`config.mk`:
```
export PLATFORM = sky130hd
export DESIGN_NAME = bounded_compacting_set
export DESIGN_NICKNAME = d
export VERILOG_FILES = /design/src/hw/rtl/bcs_pkg.sv /design/src/hw/rtl/bcs_ram.sv /design/src/hw/rtl/bcs_ctrl.sv /design/src/hw/rtl/bcs_datapath.sv /design/src/hw/rtl/bounded_compacting_set.sv
export SDC_FILE = /design/constraint.sdc
export NUM_CORES = 2
export LEC_CHECK = 0
export BUFFER_PORTS_ARGS = -buffer_cell sky130_fd_sc_hd__buf_2
export CORE_MARGIN = 2
export CORE_UTILIZATION = 30
export CTS_CLUSTER_SIZE = 25
export DETAILED_ROUTE_END_ITERATION = 10
export GPL_TIMING_DRIVEN = 0
export SLEW_MARGIN = 15
export SYNTH_ARGS = -nofsm -noshare
export SYNTH_HDL_FRONTEND = slang
export SYNTH_SLANG_ARGS = --single-unit
export TNS_END_PERCENT = 20
```
`constraint.sdc`:
```
create_clock -name clk_i -period 7.61 [get_ports clk_i]
set_input_delay 1.1415 -clock clk_i [delete_from_list [all_inputs] [get_ports clk_i]]
set_output_delay 1.1415 -clock clk_i [all_outputs]
set_load 0.03 [all_outputs]
```
`src/hw/rtl/bcs_pkg.sv`:
```
// Shared constants and types for the bounded compacting set.
// Used by bcs_ctrl, bcs_datapath and the top level bounded_compacting_set.
`default_nettype none

package bcs_pkg;

  // Storage geometry
  localparam int unsigned Capacity   = 128;
  localparam int unsigned ValueWidth = 32;
  localparam int unsigned AddrWidth  = (Capacity > 1) ? $clog2(Capacity) : 1;
  localparam int unsigned CntWidth   = $clog2(Capacity + 1);

  // Port field widths
  localparam int unsigned FuncWidth  = 2;
  localparam int unsigned InValWidth = 32;
  localparam int unsigned StatWidth  = 2;
  localparam int unsigned OutCntWidth = 8;

  // Operation codes
  typedef enum logic [FuncWidth-1:0] {
    OP_INSERT = 2'd0,
    OP_REMOVE = 2'd1,
    OP_QUERY  = 2'd2,
    OP_CLEAR  = 2'd3
  } op_e;

  // Result status codes
  typedef enum logic [StatWidth-1:0] {
    ST_OK      = 2'd0,
    ST_FULL    = 2'd1,
    ST_MISSING = 2'd2,
    ST_EMPTY   = 2'd3
  } status_e;

  // Controller -> datapath commands
  typedef struct packed {
    logic load;        // capture input word, reset search pointer
    logic search;      // one step of the linear search
    logic shift_init;  // set up compaction after a remove hit
    logic shift;       // one step of the shift-down
    logic finish;      // update count, insert, load output register
  } cmd_t;

  // Datapath -> controller status
  typedef struct packed {
    logic search_done;
    logic match;
    logic shift_done;
    logic out_free;
    logic is_remove;
  } sts_t;

endpackage

`default_nettype wire

```
`src/hw/rtl/bcs_ram.sv`:
```
// Generic single-write, single-read RAM with registered read data.
// No dependencies.
`default_nettype none

module bcs_ram #(
  parameter int unsigned Width = 32,
  parameter int unsigned Depth = 128,
  localparam int unsigned AW   = (Depth > 1) ? $clog2(Depth) : 1
) (
  input  wire logic          clk_i,
  input  wire logic          we_i,
  input  wire logic [AW-1:0] waddr_i,
  input  wire logic [Width-1:0] wdata_i,
  input  wire logic [AW-1:0] raddr_i,
  output logic [Width-1:0]   rdata_o
);

  logic [Width-1:0] mem_q [Depth];

  always_ff @(posedge clk_i) begin
    if (we_i) begin
      mem_q[waddr_i] <= wdata_i;
    end
    rdata_o <= mem_q[raddr_i];
  end

endmodule

`default_nettype wire

```
`src/hw/rtl/bcs_ctrl.sv`:
```
// Control state machine of the bounded compacting set.
// Depends on bcs_pkg; drives bcs_datapath through cmd_t / sts_t.
`default_nettype none

module bcs_ctrl import bcs_pkg::*; (
  input  wire logic                 clk_i,
  input  wire logic                 rst_ni,
  input  wire logic                 in_valid_i,
  output logic                      in_ready_o,
  input  wire logic [FuncWidth-1:0] func_i,
  input  wire sts_t                 sts_i,
  output cmd_t                      cmd_o
);

  typedef enum logic [3:0] {
    S_IDLE   = 4'b0001,
    S_SEARCH = 4'b0010,
    S_SHIFT  = 4'b0100,
    S_DONE   = 4'b1000
  } state_e;

  state_e state_q, state_d;

  // Next state and commands
  always_comb begin
    state_d    = state_q;
    cmd_o      = '0;
    in_ready_o = 1'b0;
    case (state_q)
      S_IDLE: begin
        in_ready_o = 1'b1;
        if (in_valid_i) begin
          cmd_o.load = 1'b1;
          state_d    = (op_e'(func_i) == OP_CLEAR) ? S_DONE : S_SEARCH;
        end
      end
      S_SEARCH: begin
        cmd_o.search = 1'b1;
        if (sts_i.search_done) begin
          if (sts_i.match && sts_i.is_remove) begin
            cmd_o.shift_init = 1'b1;
            state_d          = S_SHIFT;
          end else begin
            state_d = S_DONE;
          end
        end
      end
      S_SHIFT: begin
        cmd_o.shift = 1'b1;
        if (sts_i.shift_done) begin
          state_d = S_DONE;
        end
      end
      S_DONE: begin
        if (sts_i.out_free) begin
          cmd_o.finish = 1'b1;
          state_d      = S_IDLE;
        end
      end
      default: begin
        state_d = S_IDLE;
      end
    endcase
  end

  always_ff @(posedge clk_i or negedge rst_ni) begin
    if (!rst_ni) begin
      state_q <= S_IDLE;
    end else begin
      state_q <= state_d;
    end
  end

endmodule

`default_nettype wire

```
`src/hw/rtl/bcs_datapath.sv`:
```
// Datapath of the bounded compacting set: entry RAM, fill count, search and
// shift pointers, output register. Depends on bcs_pkg and bcs_ram.
`default_nettype none

module bcs_datapath import bcs_pkg::*; (
  input  wire logic                   clk_i,
  input  wire logic                   rst_ni,
  input  wire cmd_t                   cmd_i,
  output sts_t                        sts_o,
  input  wire logic [FuncWidth-1:0]   func_i,
  input  wire logic [InValWidth-1:0]  value_i,
  output logic                        out_valid_o,
  input  wire logic                   out_ready_i,
  output logic                        found_o,
  output logic [StatWidth-1:0]        status_o,
  output logic [OutCntWidth-1:0]      count_o,
  output logic                        is_empty_o
);

  // Word under work
  op_e                   op_q;
  logic [ValueWidth-1:0] value_q;

  // Set state and walk pointers
  logic [CntWidth-1:0]   count_q, count_d;
  logic [CntWidth-1:0]   idx_q, idx_d;
  logic [AddrWidth-1:0]  cmp_idx_q, cmp_idx_d;
  logic                  pend_q, pend_d;
  logic                  hit_q, hit_d;

  // Output register
  logic                  out_valid_q, out_valid_d;
  logic                  found_q;
  status_e               status_q, status_d;
  logic [CntWidth-1:0]   ocount_q;

  // RAM port
  logic                  we;
  logic [AddrWidth-1:0]  waddr;
  logic [ValueWidth-1:0] wdata;
  logic [ValueWidth-1:0] rdata;

  logic match;
  logic more;
  logic full;
  logic out_free;

  assign match    = pend_q && (rdata == value_q);
  assign more     = idx_q < count_q;
  assign full     = count_q == CntWidth'(Capacity);
  assign out_free = !out_valid_q || out_ready_i;

  assign sts_o.search_done = match || !more;
  assign sts_o.match       = match;
  assign sts_o.shift_done  = !more && !pend_q;
  assign sts_o.out_free    = out_free;
  assign sts_o.is_remove   = op_q == OP_REMOVE;

  bcs_ram #(
    .Width (ValueWidth),
    .Depth (Capacity)
  ) u_ram (
    .clk_i   (clk_i),
    .we_i    (we),
    .waddr_i (waddr),
    .wdata_i (wdata),
    .raddr_i (idx_q[AddrWidth-1:0]),
    .rdata_o (rdata)
  );

  // Pointer, count and RAM write control
  always_comb begin
    idx_d     = idx_q;
    cmp_idx_d = cmp_idx_q;
    pend_d    = pend_q;
    hit_d     = hit_q;
    count_d   = count_q;
    status_d  = ST_OK;
    we        = 1'b0;
    waddr     = cmp_idx_q;
    wdata     = rdata;

    if (cmd_i.load) begin
      idx_d  = '0;
      pend_d = 1'b0;
    end

    // linear search: issue next read unless the pending compare hit or all entries were read
    if (cmd_i.search) begin
      if (!match && more) begin
        pend_d    = 1'b1;
        cmp_idx_d = idx_q[AddrWidth-1:0];
        idx_d     = idx_q + 1'b1;
      end else begin
        pend_d = 1'b0;
      end
      if (sts_o.search_done) begin
        hit_d = match;
      end
    end

    if (cmd_i.shift_init) begin
      idx_d  = CntWidth'(cmp_idx_q) + 1'b1;
      pend_d = 1'b0;
    end

    // shift-down: write data read last cycle one slot lower
    if (cmd_i.shift) begin
      we = pend_q;
      if (more) begin
        pend_d    = 1'b1;
        cmp_idx_d = AddrWidth'(idx_q - 1'b1);
        idx_d     = idx_q + 1'b1;
      end else begin
        pend_d = 1'b0;
      end
    end

    if (cmd_i.finish) begin
      case (op_q)
        OP_INSERT: begin
          if (full) begin
            status_d = ST_FULL;
          end else begin
            we      = 1'b1;
            waddr   = count_q[AddrWidth-1:0];
            wdata   = value_q;
            count_d = count_q + 1'b1;
          end
        end
        OP_REMOVE: begin
          if (count_q == '0) begin
            status_d = ST_EMPTY;
          end else if (!hit_q) begin
            status_d = ST_MISSING;
          end else begin
            count_d = count_q - 1'b1;
          end
        end
        OP_QUERY: begin
          if (count_q == '0) begin
            status_d = ST_EMPTY;
          end else if (!hit_q) begin
            status_d = ST_MISSING;
          end
        end
        OP_CLEAR: begin
          count_d = '0;
        end
        default: begin
          status_d = ST_OK;
        end
      endcase
    end
  end

  // Output handshake
  always_comb begin
    out_valid_d = out_valid_q;
    if (out_ready_i) begin
      out_valid_d = 1'b0;
    end
    if (cmd_i.finish) begin
      out_valid_d = 1'b1;
    end
  end

  // Control registers
  always_ff @(posedge clk_i or negedge rst_ni) begin
    if (!rst_ni) begin
      count_q     <= '0;
      idx_q       <= '0;
      pend_q      <= 1'b0;
      hit_q       <= 1'b0;
      out_valid_q <= 1'b0;
    end else begin
      count_q     <= count_d;
      idx_q       <= idx_d;
      pend_q      <= pend_d;
      hit_q       <= hit_d;
      out_valid_q <= out_valid_d;
    end
  end

  // Payload registers
  always_ff @(posedge clk_i) begin
    cmp_idx_q <= cmp_idx_d;
    if (cmd_i.load) begin
      op_q    <= op_e'(func_i);
      value_q <= ValueWidth'(value_i);
    end
    if (cmd_i.finish) begin
      found_q  <= (op_q == OP_CLEAR) ? 1'b0 : hit_q;
      status_q <= status_d;
      ocount_q <= count_d;
    end
  end

  assign out_valid_o = out_valid_q;
  assign found_o     = found_q;
  assign status_o    = status_q;
  assign count_o     = OutCntWidth'(ocount_q);
  assign is_empty_o  = ocount_q == '0;

  // Fill count never exceeds the array
  a_count_bound: assert property (@(posedge clk_i) disable iff (!rst_ni)
    count_q <= CntWidth'(Capacity))
    else $error("fill count above capacity");

  // Pending read or shift write always targets a stored entry
  a_pend_in_range: assert property (@(posedge clk_i) disable iff (!rst_ni)
    pend_q |-> (CntWidth'(cmp_idx_q) < count_q))
    else $error("pending access outside stored entries");

  // A result is only produced into a free output register
  a_finish_free: assert property (@(posedge clk_i) disable iff (!rst_ni)
    cmd_i.finish |-> out_free)
    else $error("result overwrote an unread word");

  // A result appears in the cycle after finish
  a_finish_valid: assert property (@(posedge clk_i) disable iff (!rst_ni)
    cmd_i.finish |=> out_valid_q)
    else $error("result not presented after finish");

endmodule

`default_nettype wire

```
`src/hw/rtl/bounded_compacting_set.sv`:
```
// Bounded compacting set: one result word per input word, one word in flight at a time.
// Clear goes straight to the result; insert, query and remove first search the entry RAM, and a
// remove hit then compacts it. The time per word is set by the one-read-per-cycle walk over
// the entry RAM (search up to the match, then shift-down over the entries above it), plus
// output stalls.
// Reset clears fill count and control, not the entry RAM. Uses bcs_pkg, bcs_ctrl, bcs_datapath.
`default_nettype none

module bounded_compacting_set import bcs_pkg::*; (
  input  wire logic                   clk_i,
  input  wire logic                   rst_ni,
  input  wire logic                   in_valid_i,
  output logic                        in_ready_o,
  input  wire logic [FuncWidth-1:0]   func_i,
  input  wire logic [InValWidth-1:0]  value_i,
  output logic                        out_valid_o,
  input  wire logic                   out_ready_i,
  output logic                        found_o,
  output logic [StatWidth-1:0]        status_o,
  output logic [OutCntWidth-1:0]      count_o,
  output logic                        is_empty_o
);

  cmd_t cmd;
  sts_t sts;

  bcs_ctrl u_ctrl (
    .clk_i      (clk_i),
    .rst_ni     (rst_ni),
    .in_valid_i (in_valid_i),
    .in_ready_o (in_ready_o),
    .func_i     (func_i),
    .sts_i      (sts),
    .cmd_o      (cmd)
  );

  bcs_datapath u_dp (
    .clk_i       (clk_i),
    .rst_ni      (rst_ni),
    .cmd_i       (cmd),
    .sts_o       (sts),
    .func_i      (func_i),
    .value_i     (value_i),
    .out_valid_o (out_valid_o),
    .out_ready_i (out_ready_i),
    .found_o     (found_o),
    .status_o    (status_o),
    .count_o     (count_o),
    .is_empty_o  (is_empty_o)
  );

endmodule

`default_nettype wire
```
# Word level (Yosys, flattened, before mapping)
# Memories as Yosys holds them, arrays and structs flattened. A register that Yosys moved wholly into a read port is not among the register bits.
# Index checks and enable logic that the tools add are counted.
# op_classes
addsub	5
reduce_logical	18
n_lt_le_gt_ge	1
muxes	55
n_eq_ne	14
# op_table
operator	count
32-bit 2-to-1 mux	3
8-bit 2-to-1 mux	10
7-bit 2-to-1 mux	7
32-bit equality test	1
4-bit 2-to-1 mux	6
8-bit case mux with 3 select lines	1
1-bit 2-to-1 mux	23
8-bit by 1-bit adder with 8-bit output (second input constant)	2
8-bit zero test	2
4-bit case mux with 4 select lines	1
7-bit by 1-bit adder with 8-bit output (second input constant)	1
8-bit equality test (second input constant)	1
8-bit < comparator	1
8-bit by 1-bit subtractor with 8-bit output (second input constant)	1
7-bit by 1-bit subtractor with 7-bit output (second input constant)	1
2-bit equality test (second input constant)	3
2-bit 2-to-1 mux	3
2-bit != test (second input constant)	3
4-bit by 1-bit equality test with 1-bit output (second input constant)	1
4-bit by 2-bit equality test with 1-bit output (second input constant)	1
4-bit by 3-bit equality test with 1-bit output (second input constant)	1
4-bit equality test (second input constant)	1
1-bit logical AND	4
1-bit zero test	4
other kinds (10)	11
# totals
reg_bits	75
input_bits	38
wordCells	106
ram_bits	4096
n_memories	1
out_inout_bits	14
# memory_table
name	words	width	rd	rd_clocked_by_memory_dff	wr	line_no	rtl
u_dp.u_ram.mem_q	128	32	1	1	1	bcs_ram.sv:18	logic [Width-1:0] mem_q [Depth];

# Depth between registers and ports, before layout
# depth
word_depth	10
ltp_mapped	12
mapped_depth_nobuf	9

# Cells and area by module
# A second synthesis with hierarchy kept.
# unflattened
cells_unflattened	6441
area_unflattened_um2	161005.7
# by_module_without_submodules
module	seq_area_each_um2	cells_each	instances	area_each_um2
bcs_ram	123638.6	5990	1	156276.1
bcs_datapath	1966.9	409	1	4321.6
bcs_ctrl	101.3	42	1	407.9

# Worst setup path before layout
# Ideal clock, no wire load.
# synth_path
path_type	input to register
start	input port out_ready_i
end	memory u_dp.u_ram.mem_q[83][0] (enable)
t_arrival_ps	4692
n_path_buf	3
setup_time_ps	461
slack_ps	2457
required_ps	7149
stages	10
cell_sequence	nand2b_1 > nand2b_4 > or2_1 > buf_6 > buf_6 > buf_6 > nand3b_1 > o31ai_4 > nand3_2 > nor3_1
# synth_via
elab_chain_cells	6
word_cells_on_any_way	7
cone_classes	mux (6); reduce/logical (1)
# synth_rtl
item	line_no	rtl
from (decl)	bounded_compacting_set.sv:17	input wire logic out_ready_i,
1-bit logical OR *	bcs_datapath.sv:51	assign out_free = !out_valid_q || out_ready_i;
1-bit 2-to-1 mux *	bcs_ctrl.sv:55	if (sts_i.out_free) begin
1-bit 2-to-1 mux *	bcs_ctrl.sv:29	case (state_q)
1-bit 2-to-1 mux	bcs_datapath.sv:119	if (cmd_i.finish) begin
1-bit 2-to-1 mux	bcs_ram.sv:21	if (we_i) begin
1-bit 2-to-1 mux (not written as such)	bcs_ram.sv:22	mem_q[waddr_i] <= wdata_i;
to (decl)	bcs_ram.sv:18	
# Every way passes the cells marked *; elsewhere a longest branch is shown, timed or not.

==> flow_metrics.env <==
export IMPL_crit_top_cell="clkbuf_1"
export IMPL_grt_overflow_total=0
export IMPL_synth_yosys_warnings=0
export IMPL_routedWlPerCell_um=37.6
export IMPL_die_height_um=737
export IMPL_design_power_total_uw=69700
export IMPL_clock_skew_final_ns=0.0701
export IMPL_power_density_cell_area_nw_per_um2=362
export IMPL_maximum_number_of_pins_on_one_net_before_global_route_repair=85
export IMPL_floorplan_initialDensity_pct=30.1
export IMPL_synth_edf_count=4141
export IMPL_worst_pin_slew_ns=1.42
export IMPL_synth_nets=7271
export IMPL_fillCellCount=48630
export IMPL_crit_path_end_kind="register"
export IMPL_critical_path_n_buffers_inverters=3
export IMPL_power_ir_vdd_worst_mv=0.353
export IMPL_cts_htree_levels=5
export IMPL_gpl_final_weighted_congestion=1.00
export IMPL_netlist_area_before_placement_um2=161000
export IMPL_family_with_the_most_delay_on_the_worst_path="buffers and inverters"
export IMPL_ctsResizeCount=0
export IMPL_ys_seq_elements=4203
export IMPL_cts_root_to_sink_buffers=4
export IMPL_holdBufCountCts=0
export IMPL_timing_hold_ws_ns=0.145
export IMPL_asyncSetResetFlopFracSynth_pct=0.547
export IMPL_numPortBuffers=51
export IMPL_rows=269
export IMPL_slew_limit_headroom_pct=4.83
export IMPL_unrepaired_setup_endpoints_after_global_routing="no"
export IMPL_run_status="finished clean"
export IMPL_clk_root_buffer_cell="clkbuf_16"
export IMPL_post_route_cells_drive_above_1_share_pct=30.1
export IMPL_start_kind="register"
export IMPL_crit_path_arrival_time_ns=6.93
export IMPL_avgViaCountPerCell=5.52
export IMPL_ys_dominant_reg_cell="edfxtp_1"
export IMPL_timing_hold_worst_class="in -> async"
export IMPL_crit_path_top_delay_cell="o311ai_0"
export IMPL_critPathRequiredTime_ns=8.39
export IMPL_die_width_um=737
export IMPL_p_leak_uw=0.0596
export IMPL_io_pins=52
export IMPL_globalRouteTotalUtil_pct=21.1
export IMPL_drc=0
export IMPL_drv_cap=0
export IMPL_clock_network_latency_to_the_later_pin_of_the_worst_skew_pair_ns=1.03
export IMPL_final_common_cell="edfxtp_1"
export IMPL_slew_viol_final=0
export IMPL_fmax_ghz=0.163
export IMPL_design_final_nets=8060
export IMPL_setup_worst_path_start="u_dp.idx_q[2]"
export IMPL_drt_initial_drc_count=15074
export IMPL_dpl_hpwl_um=415000
export IMPL_floorplan_core_area_um2=536000
export IMPL_ant_nets=0
export IMPL_flow_area_growth_from_synthesis_pct=19.5
export IMPL_first_pass_iters=6
export IMPL_numCtsBuffers=400
export IMPL_timing_final_crit_share_pct=80.7
export IMPL_placed_cells=14780
export IMPL_cp_cell_instances="clkbuf_1, clkbuf_2, clkbuf_1, nor2_1, a22oi_1, nand3_1, o311ai_0, o21ai_0"
export IMPL_stdcell_count=15540
export IMPL_finalSetupViolations=0
export IMPL_path_max_fanout=10
export IMPL_vias=85722
export IMPL_syn_mean_instance_area_um2=22.3
export IMPL_final_cell_mix="4,141 x edfxtp_1, 1,040 x mux4_2, 409 x clkbuf_16, 254 x nand2_1, 226 x mux2i_1"
export IMPL_critical_path_reg2reg_startpoint="u_dp.idx_q[2]"
export IMPL_synth_seq_area_share_pct=78.0
export IMPL_antenna_found_initial=55
export IMPL_tritoncts="built"
export IMPL_cts_clk_slew_worst_paths_ns=0.06
export IMPL_floorplan_die_area_um2=543000
export IMPL_number_of_distinct_standard_cells_referenced_by_the_synthesized_netlist=73
export IMPL_hold_violations=0
export IMPL_period_minus_slack_ns=6.15
export IMPL_grt_pass1_wl_um=766000
export IMPL_clock_sink_count=4203
export IMPL_final_core_utilization_pct=35.9
export IMPL_routed_wl_um=585000
export IMPL_buffers_inserted_during_post_cts_setup_optimization=0
export IMPL_first_global_vias=82497
export IMPL_critPathKind="reg -> reg"
export IMPL_critical_path_max_stage_delay_ns=1.00
export IMPL_synth_cells=7215
[final cells by class]
class                      count  area [µm²]  area share, %
buffer                       392        1840          0.958
clock buffer                 475       10500           5.46
sequential                  4203      126000           65.3
multi-input combinational   2601       35000           18.2
timing repair buffer         387        7580           3.94
tap                         7181        8980           4.67
inverter                      19        71.3         0.0370
antenna                       28        70.1         0.0364
clock inverter               254        2710           1.41
[cell usage after synthesis (6+ instances only)]
cell type,instances,area (µm²)
a22o_1,15,131
buf_1,70,263
mux4_2,1040,23400
nand2_2,6,37.5
nand2b_1,10,62.6
o21a_1,26,195
buf_4,12,90.1
nand3_1,32,160
nand4_1,7,43.8
a211oi_1,9,67.6
o221ai_1,9,78.8
nand2_1,286,1070
nor4_1,15,93.8
nand3b_1,8,60.1
or3_1,6,37.5
xor2_1,33,289
a21oi_1,93,465
buf_2,129,646
o211ai_1,16,120
ha_1,18,225
dfxtp_1,39,781
buf_6,8,90.1
edfxtp_1,4141,124000
nor3_1,40,200
a31oi_1,7,43.8
inv_1,17,63.8
a221o_1,7,70.1
a22oi_1,146,1100
o22ai_1,84,526
a32oi_1,37,324
o31ai_1,7,52.6
a221oi_1,48,420
mux2_2,10,113
o21ai_0,62,310
nor2_1,206,773
nor2b_1,10,62.6
mux2i_1,226,2260
dfrtp_1,22,551
clkbuf_1,173,649
[power by group]
part / total, µW / internal, µW / switching [µW]
sequential: 29700 / 29400 / 298
combinational: 19600 / 5790 / 13800
clock: 20400 / 11500 / 8870
[flip-flops by register name, summed over array words and instances, names as in the netlist]
name / flops
u_dp.pend_q: 1
u_dp.count_q: 8
u_dp.value_q: 32
u_dp.idx_q: 8
u_dp.op_q: 2
u_dp.hit_q: 1
u_dp.found_o: 1
u_dp.u_ram.rdata_o: 32
u_dp.status_o: 2
u_dp.cmp_idx_q: 7
u_ctrl.state_q: 4
u_dp.out_valid_o: 1
u_dp.u_ram.mem_q: 4096
u_dp.count_o: 8
[through the flow]
| step | setup slack, ns | TNS, ns | area, µm² |
|---|---|---|---|
| floorplan | 2.46 | 0 | 161000 |
| global placement | -2.49 | -1162.34 | 170000 |
| detailed placement | 1.87 | 0 | 179000 |
| CTS | 1.78 | 0 | 192000 |
| global route | 1.70 | 0 | 192000 |
| finish | 1.46 | 0 | 193000 |
[routing by layer]
layer | track usage [%] | vias up | share of wire [%]
li1 | - | 32261 | -
met1 | 26.9 | 46243 | 36
met2 | 31.9 | 6085 | 45
met3 | 6.27 | 1117 | 12
met4 | 12.3 | 16 | 7.0
met5 | 0.183 | - | 0.045
[path summary, 6_finish.rpt]
path | endpoint | slack (ns) | cells after the start
min reg2reg | u_ctrl.state_q[0] | 0.55 | 2
min in group clk_i | u_dp.value_q[24] | 0.30 | 1
min | u_dp.count_q[4] | 0.14 | 1
max reg2reg | u_dp.u_ram.rdata_o[4] | 1.46 | 8
max in group asynchronous | u_ctrl.state_q[2] | 7.03 | 1
max | u_dp.u_ram.rdata_o[4] | 1.46 | 8
[logic make-up after synthesis]
| logic type | after synthesis | synth area share [%] |
|---|---|---|
| AOI/OAI and AO/OA | 599 | 2.64 |
| xor gates and xnor gates | 38 | 0.207 |
| adders and majority gates | 18 | 0.140 |
| buffers and inverters | 411 | 1.12 |
| DFF | 4203 | 78.0 |
| muxes | 1279 | 16.0 |
| and+or+nand+nor | 667 | 1.84 |
Power figures use the tool's default switching activity.
